===== config.mk =====
export PLATFORM = sky130hd
export DESIGN_NAME = swerm_ctrl
export DESIGN_NICKNAME = d
export VERILOG_FILES = /design/src/hdl/swerm_pkg.sv /design/src/hdl/swerm_ctrl.sv
export SDC_FILE = /design/constraint.sdc
export NUM_CORES = 1
export LEC_CHECK = 0
export BUFFER_PORTS_ARGS = -buffer_cell sky130_fd_sc_hd__buf_2
export CAP_MARGIN = 20
export CELL_PAD_IN_SITES_DETAIL_PLACEMENT = 1
export CELL_PAD_IN_SITES_GLOBAL_PLACEMENT = 1
export CORE_AREA = 2 2 39 41
export CTS_BUF_LIST = sky130_fd_sc_hd__clkbuf_8 sky130_fd_sc_hd__clkbuf_16
export DETAILED_ROUTE_END_ITERATION = 16
export DIE_AREA = 0 0 41 43
export GPL_TIMING_DRIVEN = 0
export PLACE_DENSITY_LB_ADDON = 0.3
export RECOVER_POWER = 50
export SYNTH_ARGS = -nofsm -noshare
export SYNTH_HDL_FRONTEND = slang
export SYNTH_SLANG_ARGS = --single-unit

===== constraint.sdc =====
create_clock -name clk -period 1.5 [get_ports clk]
set_clock_uncertainty 0.05 [all_clocks]
set_input_delay 0 -clock clk [delete_from_list [all_inputs] [get_ports clk]]
set_output_delay 0 -clock clk [all_outputs]
set_load 0.01 [all_outputs]

===== src/hdl/swerm_pkg.sv =====
// swerm_pkg: shared types, constants and helpers of the sliding window error rate meter
// no dependencies; imported by swerm_ctrl, swerm_dp and sliding_window_error_rate_meter
package swerm_pkg;

  // sizes
  localparam int WINDOW_MAX = 4096;
  localparam int PTR_W      = $clog2(WINDOW_MAX);
  localparam int LEN_W      = PTR_W + 1;
  localparam int RATE_W     = 16;
  localparam int STEP_W     = $clog2(RATE_W);
  localparam int BYTE_W     = 8;
  localparam int APB_DW     = 32;
  localparam int APB_AW     = 2;

  localparam logic [LEN_W-1:0]  WL_RESET  = LEN_W'(1024);
  localparam logic [LEN_W-1:0]  LEN_MAX   = LEN_W'(WINDOW_MAX);
  localparam logic [STEP_W-1:0] STEP_LAST = STEP_W'(RATE_W - 1);
  localparam logic [RATE_W-1:0] RATE_SAT  = {RATE_W{1'b1}};

  // register addresses
  localparam logic [APB_AW-1:0] ADDR_WINDOW_LENGTH = APB_AW'(0);

  // input transaction
  typedef struct packed {
    logic [BYTE_W-1:0] ref_byte;
    logic [BYTE_W-1:0] rx_byte;
  } in_item_t;

  // result transaction
  typedef struct packed {
    logic [RATE_W-1:0] error_rate;
    logic [LEN_W-1:0]  error_count;
    logic              window_full;
  } out_item_t;

  // controller to datapath
  typedef struct packed {
    logic accept;
    logic update;
    logic div_init;
    logic div_step;
    logic out_load;
  } ctrl_cmd_t;

  // datapath to controller
  typedef struct packed {
    logic div_last;
    logic out_busy;
  } dp_stat_t;

  // zero counts as one, oversize saturates
  function automatic logic [LEN_W-1:0] eff_len(input logic [LEN_W-1:0] wl);
    logic [LEN_W-1:0] l;
    l = wl;
    if (l == '0) begin
      l = LEN_W'(1);
    end else if (l > LEN_MAX) begin
      l = LEN_MAX;
    end
    return l;
  endfunction

endpackage


===== src/hdl/swerm_ctrl.sv =====
// swerm_ctrl: per-item sequencer of the sliding window error rate meter
// depends on swerm_pkg; drives the command struct of swerm_dp
module swerm_ctrl (
  input  logic                  clk,
  input  logic                  rst,
  input  logic                  item_valid,
  output logic                  item_stall,
  output swerm_pkg::ctrl_cmd_t  cmd,
  input  swerm_pkg::dp_stat_t   stat
);
  import swerm_pkg::*;

  typedef enum logic [4:0] {
    ST_IDLE   = 5'b00001,
    ST_UPDATE = 5'b00010,
    ST_PREP   = 5'b00100,
    ST_DIV    = 5'b01000,
    ST_OUT    = 5'b10000
  } state_t;

  state_t state;
  state_t state_next;

  // one item in flight at a time
  assign item_stall = (state != ST_IDLE);

  // next state and commands
  always_comb begin
    state_next   = state;
    cmd          = '0;
    unique case (state)
      ST_IDLE: begin
        if (item_valid) begin
          cmd.accept = 1'b1;
          state_next = ST_UPDATE;
        end
      end
      ST_UPDATE: begin
        cmd.update = 1'b1;
        state_next = ST_PREP;
      end
      ST_PREP: begin
        cmd.div_init = 1'b1;
        state_next   = ST_DIV;
      end
      ST_DIV: begin
        cmd.div_step = 1'b1;
        if (stat.div_last) begin
          state_next = ST_OUT;
        end
      end
      ST_OUT: begin
        if (!stat.out_busy) begin
          cmd.out_load = 1'b1;
          state_next   = ST_IDLE;
        end
      end
      default: begin
        state_next = ST_IDLE;
      end
    endcase
  end

  // state register
  always_ff @(posedge clk) begin
    if (rst) begin
      state <= ST_IDLE;
    end else begin
      state <= state_next;
    end
  end

  // accepted transaction always moves to the ring update
  a_accept_update: assert property (@(posedge clk) disable iff (rst)
    (item_valid && !item_stall) |=> (state == ST_UPDATE))
    else $error("accepted transaction did not reach ring update");

  // divider hands over to output once its last step is done
  a_div_to_out: assert property (@(posedge clk) disable iff (rst)
    (state == ST_DIV && stat.div_last) |=> (state == ST_OUT))
    else $error("divider finish did not lead to output");

  // a result is only loaded from the output state
  a_load_from_out: assert property (@(posedge clk) disable iff (rst)
    cmd.out_load |-> (state == ST_OUT && !stat.out_busy))
    else $error("result loaded outside output state");

endmodule


==> run_results.csv, run 1 <==
group,metric,value,unit
power,leakagePower,0.2175,nW
setup_path,r2r_start,"state[1]$_SDFFE_PP0P_",
routing,drt-initial-drc-count,4,
setup_path,endpoint,"cmd[1]",
timing,maxSlewHeadroom,80.46,%
clock_network,cts_tree,"yes",
clock_network,h-tree-depth,1,
layout,diodes,0,
placed_design,portBuffers,10,
synth,synth_seq_cells,5,
clock_network,max-clock-path-buffers,2,
synth,synth_cell_types,22,
setup_path,rrSetupSlack,0.24,ns
global_routing,grt_use_met2,12.50,%
setup_path,startpoint,"state[1]$_SDFFE_PP0P_",
die,core_area,0.001384,mm²
die,ios,11,
clock_network,post-cts-setup-buffers,0,
global_routing,grt_pass1_vias,288,
routing,wl_per_cell,10.28,µm
layout,syn_to_final_growth,41.32,%
setup_path,worst_setup_path_end_kind,"primary output",
die,die_w,41,µm
die,die_h,43,µm
setup_path,cp-start-kind,"register",
outcome,outcome,"complete, no violations",
power,total_power,0.4630,mW
die,dieArea,0.001763,mm²
timing,holdWs,0.002921,ns
timing,finalSetupViolations,0,
timing,rsz0062_at_grt,"false",
clock_network,ctsHoldBuffers,2,
clock_network,numCtsBuffers,3,
setup_path,r2r_cells,4,
layout,top_regs,"state x5",
routing,vias,298,
timing,fin_setup_tns,0,ns
global_routing,grt_overflow,0,
power,vdd_drop_max,0.4158,mV
timing,hold_viol,0,
synth,avgSynthCellArea,8.651,µm²
clock_network,clkSinkCount,5,
clock_network,clkTransAtPathRegs,0.04,ns
routing,routed_wirelength,689,µm
global_routing,grtUsageMet1,14.79,%
layout,largest_register,"state",
layout,regArea,100.1,µm²
timing,worst_pin_slew,0.2909,ns
synth,yosysSeqAreaShare,33.06,%
synth,syn-cell-area,302.8,µm²
hold_path,min_path_type,"primary input to register",
setup_path,required,1.45,ns
routing,viasPerCell,4.448,
power,p_per_area,1082,mW/mm²
layout,drive_gt1_share,37.25,%
placed_design,gp_congestion,0.6847,
global_routing,grt_use_total,10.14,%
routing,ant_nets,0,
global_routing,grt_max_degree,6,
placed_design,placed_cells,61,
layout,stdcell_count,67,
setup_path,path_class,"register to primary output",
die,start_util,21.88,%
clock_network,clock_latency,0.22,ns
clock_network,post_cts_resized,0,
global_routing,grt_first_pass_wirelength,1186,µm
routing,drt_pre_antenna_iters,2,
synth,yosysWarningCount,0,
layout,nets,57,
setup_path,timing.rr.end,"state[0]$_SDFFE_PP1P_",
layout,largest_reg_flops,5,
timing,drv_slew,0,
setup_path,worst-path-max-fanout,5,
routing,post-route-drc-count,0,
global_routing,antenna_found_initial,0,
layout,final_util,30.92,%
run,cap_violations,0,
timing,fmax,0.7638,GHz
timing,finalCritPeriodShare,87.28,%
global_routing,met3_usage,1.571,%
clock_network,clock-root-buffer,"clkbuf_8",
placed_design,dpl.hpwl,533.2,µm
layout,multi_input_area,178.9,µm²
timing,min_period,1.309,ns
layout,fillers,180,
synth,synthCells,35,
die,fp-row-count,14,
setup_path,cp.arrival,1.26,ns
synth,syn_nets,40,
global_routing,grt_busiest_layer,"met1",
==> worst max-delay path: stages (launching register included) <==
cell and delay (ns):
dfxtp_1 0.33, nor3_1 0.30, and3b_4 0.28, buf_2 0.13
==> routing by layer <==
layer / wire [µm] / vias up
met5: 0 / -
met4: 20 / 0
met3: 42 / 2
met2: 281 / 11
met1: 344 / 133
li1: - / 152
==> logic make-up after synthesis <==
group | Yosys count | share of synthesized area, %
AND/OR/NAND/NOR | 19 | 40.50
XOR/XNOR | 1 | 2.893
flip-flops | 5 | 33.06
AO/OA/AOI/OAI | 7 | 18.59
buffers and inverters | 3 | 4.961
==> report_power, final <==
group / total, mW / leakage, nW / internal (mW) / switching, mW
logic: 0.0697 / 0.150 / 0.0345 / 0.0352
clock network: 0.245 / 0.0269 / 0.176 / 0.0694
registers: 0.148 / 0.0408 / 0.140 / 0.00815
==> cell usage after synthesis (all sizes together) <==
cell type / number / area (µm²)
nor2b: 1 / 6.260
o21bai: 2 / 22.52
nand3b: 1 / 11.26
nand2: 2 / 10.01
dfxtp: 5 / 100.1
xor2: 1 / 8.760
o21ai: 1 / 5.000
and4bb: 1 / 12.51
nand4: 1 / 6.260
buf: 1 / 7.510
inv: 2 / 7.510
nor2: 5 / 18.77
nor3: 3 / 20.02
a21bo: 1 / 10.01
and2b: 1 / 7.510
nand3: 1 / 5.000
and2: 2 / 12.51
a21oi: 3 / 18.77
and3b: 1 / 12.51
==> placed cells by master, fill, tap and decap left out, types with 2 or more instances in the layout <==
| cell | instances |
|---|---|
| nor2_1 | 5 |
| buf_2 | 9 |
| a21oi_1 | 3 |
| clkbuf_8 | 3 |
| dlygate4sd3_1 | 2 |
| and2_1 | 2 |
| o21bai_2 | 2 |
| dfxtp_1 | 5 |
| nor3_1 | 3 |
| inv_1 | 3 |
==> per-stage QoR <==
step	setup slack [ns]	cell area [µm²]
2_1_floorplan	0.3653	302.8
3_3_place_gp	0.3226	372.9
3_5_place_dp	0.3242	372.9
4_1_cts	0.1905	437.9
5_1_grt	0.1066	427.9
6_report	0.1908	427.9
==> how the worst min path moves through the flow <==
stage | slack, ns | endpoint | from | depth (start not counted)
2_1_floorplan | -0.002 | cmd[0] | stat[0] | 1
3_3_place_gp | 0.16 | state[3]$_SDFFE_PP0P_ | rst | 2
3_5_place_dp | 0.17 | state[3]$_SDFFE_PP0P_ | rst | 2
5_1_grt | 0.02 | state[1]$_SDFFE_PP0P_ | item_valid | 3
4_1_cts | 0.003 | state[1]$_SDFFE_PP0P_ | item_valid | 3
6_report | 0.003 | state[1]$_SDFFE_PP0P_ | item_valid | 3
==> layout make-up <==
class,count,share of cell area (%)
Multi-Input combinational cell,27,41.81
Sequential cell,5,23.39
Timing Repair Buffer,12,16.08
Clock buffer,3,9.649
Tap cell,16,4.678
Buffer,1,1.754
Inverter,2,1.754
Clock inverter,1,0.8772
No activity file was read; power rests on OpenSTA's default activity.
==> inputs of run 2 (changes only) <==
--- a/config.mk
+++ b/config.mk
@@ -7,7 +7,7 @@
 export LEC_CHECK = 0
 export BUFFER_PORTS_ARGS = -buffer_cell sky130_fd_sc_hd__buf_2
 export CAP_MARGIN = 20
-export CELL_PAD_IN_SITES_DETAIL_PLACEMENT = 1
+export CELL_PAD_IN_SITES_DETAIL_PLACEMENT = 0
 export CELL_PAD_IN_SITES_GLOBAL_PLACEMENT = 1
 export CORE_AREA = 2 2 39 41
 export CTS_BUF_LIST = sky130_fd_sc_hd__clkbuf_8 sky130_fd_sc_hd__clkbuf_16
==> constraint.sdc (replaced) <==
create_clock -name clk -period 1.1 [get_ports clk]
set_clock_uncertainty 0.05 [all_clocks]
set_input_delay 0 -clock clk [delete_from_list [all_inputs] [get_ports clk]]
set_output_delay 0 -clock clk [all_outputs]
set_load 0.01 [all_outputs]
==> run 2 against run 1 <==
Effect of this change: the run now ends with negative setup slack left; die area stayed put; sequential power is 39% higher; clock power is 35% higher; non-clock buffer count is 3 higher; hold slack better by 0.081 ns; sequential share of layout area is 1.8 points lower; first-iteration DRC count is 50% lower; clock-buffer cell count stayed put; core utilization is 6.3 points higher; register-to-register slack worse by 0.30 ns; setup slack worse by 0.26 ns; final cell count is 4.5% higher.
==> run_results.csv, run 2 (synthesis gave the netlist of run 1 again) <==
group,metric,value,unit
timing,drv_slew,0,
routing,wl_per_cell,11.04,µm
layout,syn_to_final_growth,70.25,%
clock_network,clock-root-buffer,"clkbuf_8",
setup_path,crit_buf_inv,1,
layout,drive_gt1_share,59.26,%
setup_path,cpPeakStageDelay,0.34,ns
timing,finalCritPeriodShare,106.3,%
layout,final_cell_area,515.5,µm²
placed_design,placedInstanceArea,374.1,µm²
layout,nets,60,
power,p_per_area,1272,mW/mm²
global_routing,grt_first_pass_wirelength,1173,µm
global_routing,grt_use_total,10.48,%
global_routing,grt_pass1_vias,285,
setup_path,worst_setup_path_end_kind,"primary output",
routing,drt_pre_antenna_iters,2,
layout,final_common_cell,"buf_2",
hold_path,min_path_type,"primary input to register",
timing,hold_viol,0,
routing,ant_nets,0,
clock_network,max-clock-path-buffers,2,
layout,top_regs,"state x5",
placed_design,gp_congestion,0.6610,
power,leakagePower,0.2478,nW
routing,vias,306,
setup_path,cp.arrival,1.12,ns
timing,rsz0062_at_grt,"true",
die,fp-row-count,14,
timing,maxSlewHeadroom,85.90,%
setup_path,path_cells,"nor3_4 > nand3b_2 > nor2_1 > buf_2",
die,dieArea,0.001763,mm²
setup_path,worst-path-max-fanout,5,
global_routing,grt_max_degree,6,
layout,fillers,147,
routing,viasPerCell,4.371,
die,die_w,41,µm
die,core_area,0.001384,mm²
routing,post-route-drc-count,0,
clock_network,cts_tree,"yes",
setup_path,cp-start-kind,"register",
timing,holdWs,0.08441,ns
clock_network,clkTransAtPathRegs,0.03,ns
layout,layout_common_cells,"buf_2, nor2_1",
power,vdd_drop_max,0.5477,mV
die,start_util,21.88,%
layout,largest_register,"state",
timing,worst_pin_slew,0.2107,ns
power,total_power,0.6556,mW
setup_path,crit_slowest_cell,"dfxtp_2",
timing,finalSetupViolations,8,
setup_path,critPathTopFamily,"simple AND/OR/NAND/NOR gates",
timing,fin_setup_tns,-0.2807,ns
timing,finalWorstSetupSlack,-0.06973,ns
clock_network,h-tree-depth,1,
outcome,outcome,"finished, violations left",
layout,largest_reg_flops,5,
global_routing,antenna_found_initial,0,
placed_design,portBuffers,10,
timing,fmax,0.8549,GHz
setup_path,required,1.05,ns
die,die_h,43,µm
setup_path,path_class,"register to primary output",
outcome,violations,"negative setup slack",
die,ios,11,
layout,diodes,0,
placed_design,dpl.hpwl,481.4,µm
run,cap_violations,0,
routing,drt-initial-drc-count,2,
timing,min_period,1.170,ns
clock_network,clock_latency,0.22,ns
routing,routed_wirelength,773,µm
clock_network,clkSinkCount,5,
placed_design,dp_slack,-0.04971,ns
clock_network,numCtsBuffers,3,
global_routing,grt_overflow,0,
[run 2: where the power goes]
group / total, mW / switching, mW / internal, mW
Sequential: 0.205 / 0.0145 / 0.191
Clock: 0.330 / 0.0909 / 0.239
Combinational: 0.120 / 0.0544 / 0.0658
[run 2: worst register-to-register path, delay by kind of cell (launching register included)]
kind,cells,cell delay (ns)
AND/OR/NAND/NOR,2,0.39
flip-flops,1,0.34
AO/OA/AOI/OAI,2,0.28
[run 2: repair_timing]
item | CTS | global route
hold endpoints to repair | 3 | 0
resized for setup | 13 | 2
buffers inserted | 2 | 1
setup endpoints to repair | 7 | 9
hold buffers | 3 | 0
gates cloned | 0 | 0
pin swaps | 5 | 2
[run 2: final cells by class]
cell class | instances | area (µm²) | area share (%)
clock buffer | 3 | 41.29 | 8.010
clock inverter | 1 | 3.754 | 0.7282
inverter | 2 | 7.507 | 1.456
multi-input combinational | 27 | 210.2 | 40.78
sequential | 5 | 111.4 | 21.60
tap | 16 | 20.02 | 3.883
timing repair buffer | 16 | 121.4 | 23.54
[run 2: worst paths after layout]
path	startpoint	slack [ns]	end	cells past startpoint
hold / removal	stat[0]	0.08	state[4]$_SDFFE_PP0P_	3
setup / recovery	state[1]$_SDFFE_PP0P_	-0.07	cmd[4]	4
hold reg to reg	state[1]$_SDFFE_PP0P_	0.55	state[2]$_SDFFE_PP0P_	1
setup reg to reg	state[1]$_SDFFE_PP0P_	-0.06	state[0]$_SDFFE_PP1P_	4
[run 2: per-layer routing]
| layer | routed length (µm) | up-vias | GRT usage [%] |
|---|---|---|---|
| li1 | - | 157 | - |
| met1 | 341 | 133 | 11.73 |
| met2 | 372 | 12 | 15.63 |
| met3 | 43 | 4 | 3.141 |
| met4 | 15 | 0 | 8.000 |
| met5 | 0 | - | 0 |
[run 2: per-stage QoR]
| step | std cells | utilization, % |
|---|---|---|
| 2_1_floorplan | 35 | - |
| 3_3_place_gp | 61 | 27.03 |
| 6_report | 70 | 37.25 |
| 5_1_grt | 70 | 37.25 |
| 3_5_place_dp | 61 | 27.03 |
| 4_1_cts | 70 | 36.89 |
==> inputs of run 3 (changes only) <==
--- a/config.mk
+++ b/config.mk
@@ -16,6 +16,7 @@
 export GPL_TIMING_DRIVEN = 0
 export PLACE_DENSITY_LB_ADDON = 0.3
 export RECOVER_POWER = 50
+export SETUP_SLACK_MARGIN = 0.3
 export SYNTH_ARGS = -nofsm -noshare
 export SYNTH_HDL_FRONTEND = slang
 export SYNTH_SLANG_ARGS = --single-unit
==> run 3 against run 2 <==
Effect of this change: the run still ends with negative setup slack left; maximum frequency decreased by 2.1%; hold slack got worse by 0.067 ns; via count decreased by 2.9%; first-iteration DRC count down 100%; critical path depth down 1; sequential power about the same; core utilization grew 2.5 points; register-to-register slack barely moved; final cell count did not move; setup slack worse by 0.025 ns; die area unchanged; design area grew 6.8%; largest power group unchanged; highest routed layer unchanged.
==> run_results.csv, run 3 (synthesis gave the netlist of run 1 again) <==
group,metric,value,unit
outcome,outcome,"finished, violations left",
outcome,violations,"negative setup slack",
die,fp-row-count,14,
setup_path,timing.rr.end,"state[3]$_SDFFE_PP0P_",
power,leakagePower,0.2570,nW
routing,post-route-drc-count,0,
setup_path,cp.arrival,1.14,ns
timing,worst_pin_slew,0.1972,ns
global_routing,grt_first_pass_wirelength,1214,µm
global_routing,grt_max_degree,6,
global_routing,antenna_found_initial,0,
die,start_util,21.88,%
layout,drive_gt1_share,66.67,%
global_routing,grt_pass1_vias,307,
setup_path,r2r_start,"state[1]$_SDFFE_PP0P_",
power,total_power,0.6777,mW
routing,wl_per_cell,9.543,µm
clock_network,clock_latency,0.22,ns
timing,min_period,1.194,ns
layout,largest_register,"state",
clock_network,h-tree-depth,1,
layout,nets,60,
die,dieArea,0.001763,mm²
timing,fmax,0.8372,GHz
clock_network,max-clock-path-buffers,2,
placed_design,placedInstanceArea,382.9,µm²
timing,fin_setup_tns,-0.3878,ns
setup_path,endpoint,"cmd[1]",
timing,holdWs,0.01773,ns
setup_path,path_cells,"nor3_4 > and3b_4 > buf_6",
layout,stdcell_count,70,
routing,viasPerCell,4.243,
layout,final_cell_area,550.5,µm²
timing,hold_viol,0,
routing,ant_nets,0,
die,ios,11,
routing,routed_wirelength,668,µm
layout,largest_reg_flops,5,
layout,fillers,146,
global_routing,grt_overflow,0,
placed_design,portBuffers,10,
clock_network,clkTransAtPathRegs,0.03,ns
layout,syn_to_final_growth,81.82,%
setup_path,rrSetupSlack,-0.07,ns
placed_design,dpl.hpwl,468.5,µm
setup_path,cp-start-kind,"register",
hold_path,min_path_type,"primary input to register",
routing,vias,297,
hold_path,min_delay_path_depth,3,
setup_path,crit_slowest_cell,"dfxtp_2",
timing,finalSetupViolations,7,
setup_path,worst_setup_path_end_kind,"primary output",
setup_path,r2r_cells,5,
timing,maxSlewHeadroom,86.81,%
setup_path,path_class,"register to primary output",
layout,final_common_cell,"buf_6",
layout,top_regs,"state x5",
routing,drt_pre_antenna_iters,1,
routing,drt-initial-drc-count,0,
clock_network,clkSinkCount,5,
power,p_per_area,1231,mW/mm²
power,vdd_drop_max,0.6645,mV
timing,finalCritPeriodShare,108.6,%
die,core_area,0.001384,mm²
setup_path,startpoint,"state[1]$_SDFFE_PP0P_",
setup_path,worst-path-max-fanout,5,
layout,regArea,108.9,µm²
layout,layout_common_cells,"buf_6, buf_2, dfxtp_2",
placed_design,placed_cells,61,
setup_path,required,1.05,ns
timing,drv_slew,0,
die,die_h,43,µm
clock_network,cts_tree,"yes",
layout,multi_input_area,234.0,µm²
layout,diodes,0,
clock_network,numCtsBuffers,3,
placed_design,gp_congestion,0.6310,
setup_path,cpPeakStageDelay,0.33,ns
timing,finalWorstSetupSlack,-0.09440,ns
run,cap_violations,0,
timing,rsz0062_at_grt,"true",
die,die_w,41,µm
global_routing,grt_use_total,10.67,%
clock_network,clock-root-buffer,"clkbuf_8",
## run 3: critical path, delay by kind of cell (launching register included)
kind | cells | cell delay, ns
buf+inv | 1 | 0.10
flops | 1 | 0.33
simple gates | 2 | 0.48
## run 3: stage by stage
step                      utilization [%]  worst slack (ns)
after floorplan                         -          -0.02118
after global placement              27.67          -0.05531
after detailed placement            27.67          -0.04514
after CTS                           38.79           -0.1063
after global routing                39.78           -0.1505
final                               39.78          -0.09440
## run 3: area by class of cell
cell class                 instances  area share [%]
buffer                             1           2.045
clock buffer                       3           7.500
clock inverter                     1          0.6818
inverter                           2           1.364
multi-input combinational         27           42.50
sequential                         5           19.77
tap                               16           3.636
timing repair buffer              15           22.50
## run 3: repair_timing
action | 4_1_cts | 5_1_grt
setup buffers | 2 | 1
hold buffers | 2 | 0
pin swaps | 6 | 2
hold endpoints to repair | 3 | 0
endpoints found under the setup margin | 11 | 11
gates resized for setup | 17 | 2
## run 3: worst min-delay path by stage
stage / start / to
floorplan: stat[0] / cmd[0]
CTS: rst / state[4]$_SDFFE_PP0P_
finish: rst / state[4]$_SDFFE_PP0P_
global route: rst / state[4]$_SDFFE_PP0P_
global placement: rst / state[3]$_SDFFE_PP0P_
detailed placement: rst / state[1]$_SDFFE_PP0P_
## run 3: where the power goes
part           leakage (nW)  internal [mW]  total (mW)  switching, mW
combinational         0.187         0.0837       0.146         0.0619
sequential           0.0427          0.191       0.208         0.0170
clock                0.0269          0.239       0.324         0.0856
## run 3: routing by layer
metal / wire length, µm / global-route usage (%)
met5: 0 / 0
met4: 10 / 10.00
met3: 34 / 3.141
met2: 325 / 14.69
met1: 298 / 12.34
